### src/hw/rtl/ppbb_pkg.sv
// shared types, widths and codes for the ping-pong byte buffer
package ppbb_pkg;

  localparam int BANK_BYTES_DEF = 64;

  localparam int OP_W   = 3;
  localparam int OFS_W  = 6;
  localparam int BYTE_W = 8;
  localparam int LEN_W  = 7;
  localparam int CNT_W  = 7;

  typedef enum logic [OP_W-1:0] {
    OP_RESERVE      = 3'd0,
    OP_STORE        = 3'd1,
    OP_FINISH_WRITE = 3'd2,
    OP_LOAD         = 3'd3,
    OP_FINISH_READ  = 3'd4,
    OP_CLEAR        = 3'd5
  } op_t;

  typedef enum logic {
    ST_IDLE    = 1'b0,
    ST_RESPOND = 1'b1
  } state_t;

  // controller to datapath
  typedef struct packed {
    logic exec;
  } ctrl_cmd_t;

endpackage

### src/hw/rtl/ppbb_if.sv
// request and response channel interfaces
interface ppbb_req_if;
  logic                         valid;
  logic                         ready;
  logic [ppbb_pkg::OP_W-1:0]    op;
  logic [ppbb_pkg::OFS_W-1:0]   offset;
  logic [ppbb_pkg::BYTE_W-1:0]  value;
  logic [ppbb_pkg::LEN_W-1:0]   length;

  modport source(output valid, op, offset, value, length, input ready);
  modport sink(input valid, op, offset, value, length, output ready);
endinterface

interface ppbb_rsp_if;
  logic                         valid;
  logic                         ready;
  logic                         ok;
  logic [ppbb_pkg::BYTE_W-1:0]  read_value;
  logic [ppbb_pkg::CNT_W-1:0]   write_room;
  logic [ppbb_pkg::CNT_W-1:0]   read_left;
  logic                         clamped;

  modport source(output valid, ok, read_value, write_room, read_left, clamped, input ready);
  modport sink(input valid, ok, read_value, write_room, read_left, clamped, output ready);
endinterface

### src/hw/rtl/ppbb_ctrl.sv
// handshake controller: takes one request, then holds its response until taken
module ppbb_ctrl (
  input  logic                clk,
  input  logic                rst,
  input  logic                in_valid,
  output logic                in_ready,
  output logic                out_valid,
  input  logic                out_ready,
  output ppbb_pkg::ctrl_cmd_t cmd
);

  ppbb_pkg::state_t state, state_next;

  always_ff @(posedge clk) begin
    if (rst) begin
      state <= ppbb_pkg::ST_IDLE;
    end else begin
      state <= state_next;
    end
  end

  always_comb begin
    state_next = state;
    in_ready   = 1'b0;
    out_valid  = 1'b0;
    cmd.exec   = 1'b0;
    case (state)
      ppbb_pkg::ST_IDLE: begin
        in_ready = 1'b1;
        if (in_valid) begin
          cmd.exec   = 1'b1;
          state_next = ppbb_pkg::ST_RESPOND;
        end
      end
      ppbb_pkg::ST_RESPOND: begin
        out_valid = 1'b1;
        if (out_ready) begin
          state_next = ppbb_pkg::ST_IDLE;
        end
      end
      default: begin
        state_next = ppbb_pkg::ST_IDLE;
      end
    endcase
  end

endmodule

### src/hw/rtl/ppbb_datapath.sv
// counters, bank store and response registers of the ping-pong byte buffer
module ppbb_datapath #(
  parameter int BANK_BYTES = ppbb_pkg::BANK_BYTES_DEF
) (
  input  logic                          clk,
  input  logic                          rst,
  input  ppbb_pkg::ctrl_cmd_t           cmd,
  input  logic [ppbb_pkg::OP_W-1:0]     op,
  input  logic [ppbb_pkg::OFS_W-1:0]    offset,
  input  logic [ppbb_pkg::BYTE_W-1:0]   value,
  input  logic [ppbb_pkg::LEN_W-1:0]    length,
  output logic                          ok,
  output logic [ppbb_pkg::BYTE_W-1:0]   read_value,
  output logic [ppbb_pkg::CNT_W-1:0]    write_room,
  output logic [ppbb_pkg::CNT_W-1:0]    read_left,
  output logic                          clamped
);

  localparam int CW = $clog2(BANK_BYTES + 1);
  localparam int AW = $clog2(BANK_BYTES);
  localparam int XW = ((CW > ppbb_pkg::LEN_W) ? CW : ppbb_pkg::LEN_W) + 1;

  logic [CW-1:0] fill_level, fill_level_next;
  logic [CW-1:0] drain_level, drain_level_next;
  logic [CW-1:0] drain_pointer, drain_pointer_next;
  logic          fill_bank_select, fill_bank_select_next;
  logic          write_in_progress, write_in_progress_next;

  logic [ppbb_pkg::BYTE_W-1:0] bank_store [2][BANK_BYTES];
  logic [ppbb_pkg::BYTE_W-1:0] mem_rdata;

  // response registers
  logic                        ok_r, clamped_r, load_hit;
  logic [ppbb_pkg::CNT_W-1:0]  write_room_r, read_left_r;

  logic                        ok_c, clamped_c, do_store, do_load;
  logic [XW-1:0]               store_pos, load_pos, avail, take, new_count;
  logic [XW-1:0]               room_x, left_x;
  ppbb_pkg::op_t               op_dec;

  always_comb begin
    op_dec                 = ppbb_pkg::op_t'(op);
    fill_level_next        = fill_level;
    drain_level_next       = drain_level;
    drain_pointer_next     = drain_pointer;
    fill_bank_select_next  = fill_bank_select;
    write_in_progress_next = write_in_progress;
    ok_c      = 1'b0;
    clamped_c = 1'b0;
    do_store  = 1'b0;
    do_load   = 1'b0;
    avail     = '0;
    take      = '0;
    new_count = '0;
    store_pos = XW'(fill_level) + XW'(offset);
    load_pos  = XW'(drain_pointer) + XW'(offset);
    case (op_dec)
      ppbb_pkg::OP_RESERVE: begin
        if (XW'(fill_level) < XW'(BANK_BYTES)) begin
          write_in_progress_next = 1'b1;
          ok_c = 1'b1;
        end
      end
      ppbb_pkg::OP_STORE: begin
        if (store_pos < XW'(BANK_BYTES)) begin
          do_store = 1'b1;
          ok_c = 1'b1;
        end
      end
      ppbb_pkg::OP_FINISH_WRITE: begin
        write_in_progress_next = 1'b0;
        avail = XW'(BANK_BYTES) - XW'(fill_level);
        if (XW'(length) > avail) begin
          take = avail;
          clamped_c = 1'b1;
        end else begin
          take = XW'(length);
          ok_c = 1'b1;
        end
        new_count = XW'(fill_level) + take;
        fill_level_next = new_count[CW-1:0];
        // full fill bank: swap if the drain side is empty (write already ended)
        if (new_count == XW'(BANK_BYTES) && drain_pointer == drain_level) begin
          drain_level_next      = new_count[CW-1:0];
          drain_pointer_next    = '0;
          fill_level_next       = '0;
          fill_bank_select_next = ~fill_bank_select;
        end
      end
      ppbb_pkg::OP_LOAD: begin
        if (load_pos < XW'(drain_level)) begin
          do_load = 1'b1;
          ok_c = 1'b1;
        end
      end
      ppbb_pkg::OP_FINISH_READ: begin
        avail = XW'(drain_level) - XW'(drain_pointer);
        if (XW'(length) > avail) begin
          take = avail;
          clamped_c = 1'b1;
        end else begin
          take = XW'(length);
          ok_c = 1'b1;
        end
        new_count = XW'(drain_pointer) + take;
        drain_pointer_next = new_count[CW-1:0];
        if (new_count == XW'(drain_level) && !write_in_progress && fill_level != '0) begin
          drain_level_next      = fill_level;
          drain_pointer_next    = '0;
          fill_level_next       = '0;
          fill_bank_select_next = ~fill_bank_select;
        end
      end
      ppbb_pkg::OP_CLEAR: begin
        fill_level_next        = '0;
        drain_level_next       = '0;
        drain_pointer_next     = '0;
        fill_bank_select_next  = 1'b0;
        write_in_progress_next = 1'b0;
        ok_c = 1'b1;
      end
      default: begin
      end
    endcase
    room_x = XW'(BANK_BYTES) - XW'(fill_level_next);
    left_x = XW'(drain_level_next) - XW'(drain_pointer_next);
  end

  always_ff @(posedge clk) begin
    if (rst) begin
      fill_level        <= '0;
      drain_level       <= '0;
      drain_pointer     <= '0;
      fill_bank_select  <= 1'b0;
      write_in_progress <= 1'b0;
    end else if (cmd.exec) begin
      fill_level        <= fill_level_next;
      drain_level       <= drain_level_next;
      drain_pointer     <= drain_pointer_next;
      fill_bank_select  <= fill_bank_select_next;
      write_in_progress <= write_in_progress_next;
    end
  end

  always_ff @(posedge clk) begin
    if (cmd.exec) begin
      ok_r         <= ok_c;
      clamped_r    <= clamped_c;
      load_hit     <= do_load;
      write_room_r <= room_x[ppbb_pkg::CNT_W-1:0];
      read_left_r  <= left_x[ppbb_pkg::CNT_W-1:0];
    end
  end

  // bank store: one write port, one registered read port
  always_ff @(posedge clk) begin
    if (cmd.exec && do_store) begin
      bank_store[fill_bank_select][store_pos[AW-1:0]] <= value;
    end
    if (cmd.exec && do_load) begin
      mem_rdata <= bank_store[~fill_bank_select][load_pos[AW-1:0]];
    end
  end

  assign ok         = ok_r;
  assign clamped    = clamped_r;
  assign read_value = load_hit ? mem_rdata : '0;
  assign write_room = write_room_r;
  assign read_left  = read_left_r;

endmodule

### src/hw/rtl/ping_pong_byte_buffer.sv
// ping-pong byte buffer top level
// latency: the response is presented in the cycle after its request is taken
// flow: the controller takes no new request while a response is still waiting
// reset: clears both bank levels, the read pointer, bank select, the write flag
//   and the handshake state; stored bytes are not cleared
module ping_pong_byte_buffer #(
  parameter int BANK_BYTES = ppbb_pkg::BANK_BYTES_DEF
) (
  input  logic        clk,
  input  logic        rst,
  ppbb_req_if.sink    req,
  ppbb_rsp_if.source  rsp
);

  ppbb_pkg::ctrl_cmd_t cmd;

  ppbb_ctrl u_ctrl (
    .clk       (clk),
    .rst       (rst),
    .in_valid  (req.valid),
    .in_ready  (req.ready),
    .out_valid (rsp.valid),
    .out_ready (rsp.ready),
    .cmd       (cmd)
  );

  ppbb_datapath #(
    .BANK_BYTES (BANK_BYTES)
  ) u_datapath (
    .clk        (clk),
    .rst        (rst),
    .cmd        (cmd),
    .op         (req.op),
    .offset     (req.offset),
    .value      (req.value),
    .length     (req.length),
    .ok         (rsp.ok),
    .read_value (rsp.read_value),
    .write_room (rsp.write_room),
    .read_left  (rsp.read_left),
    .clamped    (rsp.clamped)
  );

  // every request gets its response in the next cycle
  assert property (@(posedge clk) disable iff (rst)
    (req.valid && req.ready) |=> rsp.valid)
  else $error("response missing after request");

  // no new request while a response is pending
  assert property (@(posedge clk) disable iff (rst)
    !(req.ready && rsp.valid))
  else $error("request taken while response pending");

  // a clamped finish never reports success
  assert property (@(posedge clk) disable iff (rst)
    (rsp.valid && rsp.clamped) |-> !rsp.ok)
  else $error("clamped response flagged ok");

  // a full fill bank implies data waiting in the drain bank
  assert property (@(posedge clk) disable iff (rst)
    (rsp.valid && (BANK_BYTES < (1 << ppbb_pkg::CNT_W)) && rsp.write_room == '0)
      |-> (rsp.read_left != '0))
  else $error("fill bank full with drain bank empty");

endmodule
### src/flat_wrapper.sv
// flat-port wrapper written by rule: the top's interface ports become plain ports
module ping_pong_byte_buffer_flat 
#(
  parameter int BANK_BYTES = ppbb_pkg::BANK_BYTES_DEF
)
  (clk, rst, req_valid, req_op, req_offset, req_value, req_length, req_ready, rsp_valid, rsp_ok, rsp_read_value, rsp_write_room, rsp_read_left, rsp_clamped, rsp_ready);
  ppbb_req_if req_i ();
  ppbb_rsp_if rsp_i ();
  input  logic clk;
  input  logic rst;
  input wire logic [$bits(req_i.valid)-1:0] req_valid;
  input wire logic [$bits(req_i.op)-1:0] req_op;
  input wire logic [$bits(req_i.offset)-1:0] req_offset;
  input wire logic [$bits(req_i.value)-1:0] req_value;
  input wire logic [$bits(req_i.length)-1:0] req_length;
  output wire logic [$bits(req_i.ready)-1:0] req_ready;
  output wire logic [$bits(rsp_i.valid)-1:0] rsp_valid;
  output wire logic [$bits(rsp_i.ok)-1:0] rsp_ok;
  output wire logic [$bits(rsp_i.read_value)-1:0] rsp_read_value;
  output wire logic [$bits(rsp_i.write_room)-1:0] rsp_write_room;
  output wire logic [$bits(rsp_i.read_left)-1:0] rsp_read_left;
  output wire logic [$bits(rsp_i.clamped)-1:0] rsp_clamped;
  input wire logic [$bits(rsp_i.ready)-1:0] rsp_ready;
  assign req_i.valid = req_valid;
  assign req_i.op = req_op;
  assign req_i.offset = req_offset;
  assign req_i.value = req_value;
  assign req_i.length = req_length;
  assign req_ready = req_i.ready;
  assign rsp_valid = rsp_i.valid;
  assign rsp_ok = rsp_i.ok;
  assign rsp_read_value = rsp_i.read_value;
  assign rsp_write_room = rsp_i.write_room;
  assign rsp_read_left = rsp_i.read_left;
  assign rsp_clamped = rsp_i.clamped;
  assign rsp_i.ready = rsp_ready;
  ping_pong_byte_buffer #(.BANK_BYTES(BANK_BYTES)) u_core (.clk(clk), .rst(rst), .req(req_i), .rsp(rsp_i));
endmodule
### config.mk
export PLATFORM = sky130hd
export DESIGN_NAME = ping_pong_byte_buffer_flat
export DESIGN_NICKNAME = d
export VERILOG_FILES = /design/src/hw/rtl/ppbb_pkg.sv /design/src/hw/rtl/ppbb_if.sv /design/src/hw/rtl/ppbb_ctrl.sv /design/src/hw/rtl/ppbb_datapath.sv /design/src/hw/rtl/ping_pong_byte_buffer.sv /design/src/flat_wrapper.sv
export SDC_FILE = /design/constraint.sdc
export NUM_CORES = 1
export LEC_CHECK = 0
export BUFFER_PORTS_ARGS = -buffer_cell sky130_fd_sc_hd__clkbuf_2
export CORE_MARGIN = 2
export CORE_UTILIZATION = 55
export DETAILED_ROUTE_END_ITERATION = 6
export PLACE_DENSITY = 0.73
export SYNTH_ARGS = -nofsm -noshare
export SYNTH_HDL_FRONTEND = slang
export SYNTH_SLANG_ARGS = --single-unit
export TNS_END_PERCENT = 50
### constraint.sdc
create_clock -name clk -period 22.1 [get_ports clk]
set_input_delay 1.105 -clock clk [delete_from_list [all_inputs] [get_ports clk]]
set_output_delay 1.105 -clock clk [all_outputs]
set_load 0.02 [all_outputs]
# After elaboration in Yosys (flattened, before gate mapping)

Memories as Yosys holds them, arrays and structs flattened.
Index checks and enable logic that the tools add are counted.
W data, S select, Z words.

Flip-flop bits (word level): 49
RAM bits: 1024
Word-level logic and storage cells: 101
Memories kept: 1

$lt $le $gt $ge: 8
Bitwise logic cells: 4
Add/subtract/negate cells: 8
Equal/unequal tests: 11
Muxes and demuxes: 43
Reduce and logical (&&, ||, !) cells: 14

Memories:

| memory                       | words | width | read ports | clocked after memory_dff | wr ports | RTL line            | RTL |
|---|---|---|---|---|---|---|---|
| u_core.u_datapath.bank_store | 2     | 512   | 1          | 0                        | 1        | ppbb_datapath.sv:29 | `logic [ppbb_pkg::BYTE_W-1:0] bank_store [2][BANK_BYTES];` |

Operators with widths:

| operator              | number |
|---|---|
| $mux W512             | 1 |
| $mux W8               | 8 |
| $pmux W7 S3           | 3 |
| $bmux W8 S6           | 1 |
| $demux W8 S6          | 1 |
| $mux W7               | 6 |
| $mux W1               | 18 |
| $add A7 B6 Y8         | 2 |
| $add A7 B8 Y8         | 2 |
| $gt A7 B8 Y1          | 2 |
| $ge A7 B7 Y1 const B  | 2 |
| $not A6 Y7            | 2 |
| $eq A8 B7 Y1          | 1 |
| $eq A8 B7 Y1 const B  | 1 |
| $lt A8 B7 Y1          | 1 |
| $lt A8 B7 Y1 const B  | 1 |
| $sub A7 B7 Y8         | 1 |
| $sub A7 B7 Y8 const A | 1 |
| $eq A7 B7 Y1          | 1 |
| $lt A7 B1 Y1 const B  | 1 |
| $lt A7 B7 Y1 const B  | 1 |
| $reduce_bool A7 Y1    | 1 |
| $sub A7 B7 Y7         | 1 |
| $sub A7 B7 Y7 const A | 1 |
| other kinds (16)      | 28 |

# Logic depth before layout (Yosys ltp)

Word-level depth: 11
Mapped depth: 35
Gate-level depth less buffers: 34

# Hierarchy

A second synthesis with hierarchy kept.

Cell total of the unflattened synthesis: 2247
Area total of the unflattened synthesis: 44263.7 um2

Modules (own cells, without submodules):

| module        | cells each | times used | sequential area each (um2) | area an instance (um2) |
|---|---|---|---|---|
| ppbb_datapath | 2242       | 1          | 31960.7                    | 44217.4 |
| ppbb_ctrl     | 5          | 1          | 20.0                       | 46.3 |

# Worst setup path after synthesis

No wires, ideal clock.

Kind: reg-to-reg
Start point: register u_core.u_datapath.drain_pointer[1]
End point: register u_core.u_datapath.read_left_r (netlist bit u_core.u_datapath.read_left[6]) (data pin)
Path slack: 14.624 ns
Period minus slack after synthesis: 7.476 ns
Path buffers: 1
Data arrival time: 7.211 ns
Stages on the path, launching flop included: 34
Setup time: 0.265 ns
Cells stage by stage: dfxtp_1 inv_1 ha_1 nor2b_1 o21ai_0 a21boi_0 o21ai_0 a21oi_1 nand2b_1 ha_1 nand3_1 o21ai_0 o21ai_0 a21oi_1 mux2i_1 ha_1 fa_1 xor2_1 or4_1 or4_1 nor4_4 a211oi_2 or2_0 clkbuf_1 a22oi_1 ha_1 inv_1 fa_1 a21o_1 a21oi_1 o21bai_1 a21oi_1 xnor2_1 xnor2_1

Word-level cells in the longest chain between the ends: 11
Elaborated cells between the ends (all ways): 17

Ends and longest elaborated chain:

| element                               | RTL line             | RTL |
|---|---|---|
| start: declaration                    | ppbb_datapath.sv:25  | `logic [CW-1:0] drain_pointer, drain_pointer_next;` |
| start signal: assignment              | ppbb_datapath.sv:139 | `drain_pointer <= drain_pointer_next;` |
| $sub A7 B7 Y8                         | ppbb_datapath.sv:97  | `avail = XW'(drain_level) - XW'(drain_pointer);` |
| $gt A7 B8 Y1                          | ppbb_datapath.sv:98  | `if (XW'(length) > avail) begin` |
| $mux W8                               | ppbb_datapath.sv:98  |  |
| $mux W8                               | ppbb_datapath.sv:57  | `case (op_dec)` |
| $add A7 B8 Y8                         | ppbb_datapath.sv:105 | `new_count = XW'(drain_pointer) + take;` |
| $eq A8 B7 Y1                          | ppbb_datapath.sv:107 | `if (new_count == XW'(drain_level) && !write_in_progress && fill_level != '0) begin` |
| $logic_and A1 B1 Y1 (2 in a row)      | ppbb_datapath.sv:107 |  |
| $mux W7                               | ppbb_datapath.sv:107 |  |
| $pmux W7 S3                           | ppbb_datapath.sv:57  |  |
| $sub A7 B7 Y7 (*)                     | ppbb_datapath.sv:126 | `left_x = XW'(drain_level_next) - XW'(drain_pointer_next);` |
| named net u_core.u_datapath.left_x[6] | ppbb_datapath.sv:38  | `logic [XW-1:0] room_x, left_x;` |
| end signal: assignment                | ppbb_datapath.sv:151 | `read_left_r <= left_x[ppbb_pkg::CNT_W-1:0];` |
| end: declaration                      | ppbb_datapath.sv:34  | `logic [ppbb_pkg::CNT_W-1:0] write_room_r, read_left_r;` |

Mark *: on every way through the listed nets, which the timed path passes. The rest lies on a longest branch. The select of a mux whose other input is x is not followed.
A chain may end at the register's enable or synchronous reset.

# Final worst setup path

Ends and elaborated chain as after synthesis.

==> results.cfg <==
[synthesis]
synthTopCellsByArea = edfxtp_1 (71%), mux4_2 (16%), ha_1 (1.8%)
synth_cells = 2222
syn_area_um2 = 44100
synth_nets = 2318
synthFlopType = edfxtp_1
synth.avg_cell_area_um2 = 19.8
ys_types = 59
async_flop_share_pct = 0
post-synth-top-area-cell = edfxtp_1
netlist.area_leader.share_pct = 71.4
synth-edff-count = 1049
ys_ff_latch = 1073
yosysSeqAreaShare_pct = 72.5
ys.warnings.count = 0

[hold_path]
min_path_cells = 1
hold_path.class = flop to flop

[drt]
first_iter_violations = 2472
drt-wirelength-per-cell_um = 28.5
via_per_inst = 6.33
drc = 0
wl_um = 98000
num_vias = 21807
final_antenna_net_count = 0
dr.pass1.iters = 5

[critical_path]
cp_max_fo = 7
cpPeakStageDelay_ns = 0.66
reg2reg_setup_slack_ns = 13.93
timing_worst_setup_path_type = flop to flop
end_kind = flop
cpMaxStageDelayCell = a21oi_1
required_ns = 22.49
crit_path_start_kind = flop
ff2ff_path_depth = 32
crit_arrival_ns = 8.56

[clock_network]
tritoncts = done
post_cts_buffers = 0
clkLatencyLatePin_ns = 0.67
cts_sinks = 1073
cts_resized = 0
clockBufferDepth = 3
cts_max_level = 3
hold_buffers = 0
cts_buffers = 106
clk_pin_slew_ns = 0.06
root_buffer = clkbuf_16

[cells_and_area]
area_delta_synth_final_pct = 11.2
fin_nets = 2400
drive_gt1_share_pct = 23.9
layout.cells.non_filler = 3445
antenna_cells = 0
post-route-cell-area_um2 = 49100

[place]
hpwl_um = 60100
pre_cts_slack_ns = 13.98
placed_area_um2 = 45600
gp_congestion = 0.889
post-place-cells = 3246
port_buffers = 53

[global_routing]
antenna_found_initial = 1
grt_pass1_vias = 21956
grtUsageTotal_pct = 24.3
grt_overflow = 0
grt_pass1_wl_um = 146000
grt_max_degree = 130

[power]
swShare_pct = 22.3
seqPwrFrac_pct = 51.2
p_int_mw = 3.41
powerDensity_nw_per_um2 = 89.5
p_comb_share_pct = 8.2
clock_power_share_pct = 40.6
power_mw = 4.39
vdd_ir_drop_max_mv = 0.0870
switchingPower_mw = 0.978
p_leak_nw = 15.5

[timing]
tns_ns = 0
maxSlewHeadroom_pct = 19.7
period_needed_ns = 8.17
fin_crit_sh_pct = 37.0
setup_ws_ns = 13.93
clock_skew_ns = 0.0275
setup_violations = 0
timing.fmax_ghz = 0.122
rsz0062_at_grt = no
tightest_slew_ns = 1.20
slew_violations = 0
finalHoldViolCount = 0

[die]
die_width_um = 287
die_y_um = 287
io_pins = 54
num_rows = 103
start_util_pct = 55.7
dieArea_um2 = 82500
core_area_um2 = 79100

[status]
status = finished clean

[job]
maxCapViolCount = 0
==> cells in the final DEF (no fill, tap or decap), drive strengths merged, types with 24 or more instances in the layout <==
| cell | instances |
|---|---|
| nand2 | 109 |
| dfxtp | 24 |
| ha | 62 |
| inv | 51 |
| a21oi | 33 |
| mux4 | 320 |
| edfxtp | 1049 |
| clkinv | 54 |
| nor2 | 177 |
| xnor2 | 27 |
| clkbuf | 173 |
| o21ai | 33 |
| buf | 37 |
==> cell type report <==
type                       count  area (um2)
sequential                  1073       32000
fill                        5419       30100
clock buffer                 128        2800
timing repair buffer          82         528
multi-input combinational    994       11600
inverter                      47         176
tap                         1050        1310
clock inverter                71         659
==> registers in the layout (all words and copies together) (netlist names) <==
name and cells:
u_core.u_datapath.ok 1, u_core.u_datapath.bank_store 1024, u_core.u_datapath.drain_level 7, u_core.u_datapath.fill_bank_select 1
u_core.u_datapath.mem_rdata 8, u_core.u_datapath.read_left 7, u_core.u_ctrl.state 1, u_core.u_datapath.load_hit 1
u_core.u_datapath.write_in_progress 1, u_core.u_datapath.clamped 1, u_core.u_datapath.write_room 7, u_core.u_datapath.fill_level 7
u_core.u_datapath.drain_pointer 7
==> Yosys cell counts, types with 3 or more instances <==
cell,number
edfxtp_1,1049
mux4_2,320
nor2_1,176
nand2_1,109
ha_1,62
clkbuf_1,61
inv_1,47
buf_1,39
a21oi_1,33
o21ai_0,33
xnor2_1,27
dfxtp_1,24
nand3_1,22
xor2_1,16
and2_1,15
mux2i_1,14
a21o_1,13
a22o_1,12
nor2b_1,12
a211oi_1,10
o211ai_1,10
a22oi_1,9
a32oi_1,9
nor3_1,9
buf_2,8
nand2b_1,8
o21bai_1,7
fa_1,6
nand4_1,4
nor3b_1,4
or3_1,4
a21boi_0,3
a31oi_1,3
nor4_4,3
o21a_1,3
xnor3_1,3
==> cell families (layout without fill, tap and decap cells) <==
family          Yosys count  count (layout)  share of synthesized area [%]
buf+inv                 155             328                           1.34
xor+xnor                 46              46                           1.01
simple gates            386             386                           3.95
mux                     336             336                           16.7
compound gates          158             158                           2.45
flops                  1073            1073                           72.5
fa+ha+maj                68              68                           2.03
==> power groups by stage <==
stage	clock, mW	combinational, mW	sequential (mW)
CTS	1.81	0.362	2.25
global placement	0	0.355	2.29
detailed placement	0	0.361	2.29
floorplan	0	0.230	2.29
finish	1.78	0.362	2.25
global route	1.88	0.387	2.25
==> stage by stage <==
stage,hold slack (ns),util [%]
after detailed placement,0.501,57.6
after global routing,0.532,62.0
final,0.504,62.0
after floorplan,0.503,-
after global placement,0.475,57.6
after CTS,0.515,62.0
==> worst max-delay path, delay by kind of cell, from the launching register on <==
family,cells,cell delay [ns]
buffers and inverters,2,0.19
AO/OA/AOI/OAI,13,2.67
adder cells (fa/ha/maj),6,1.87
AND/OR/NAND/NOR,7,1.97
flip-flops,1,0.50
multiplexers,1,0.28
XOR/XNOR,3,0.39
==> worst paths after layout <==
| kind | from | end |
|---|---|---|
| worst min register to register | u_core.u_ctrl.state$_SDFF_PP0_ | u_core.u_ctrl.state$_SDFF_PP0_ |
| worst min-delay path | u_core.u_ctrl.state$_SDFF_PP0_ | u_core.u_ctrl.state$_SDFF_PP0_ |
| worst max-delay path | u_core.u_datapath.drain_pointer[1]$_SDFFE_PP0P_ | u_core.u_datapath.read_left[6]$_DFFE_PP_ |
| worst max register to register | u_core.u_datapath.drain_pointer[1]$_SDFFE_PP0P_ | u_core.u_datapath.read_left[6]$_DFFE_PP_ |
==> per-layer routing <==
layer / wire [um] / vias up / GRT usage (%) / part of all wire (%)
li1: - / 9245 / - / -
met1: 39700 / 11415 / 34.9 / 40
met2: 47600 / 980 / 38.6 / 49
met3: 7820 / 167 / 4.06 / 8.0
met4: 2910 / 0 / 7.97 / 3.0
met5: 0 / - / 0 / 0
Power figures use the tool's default switching activity.
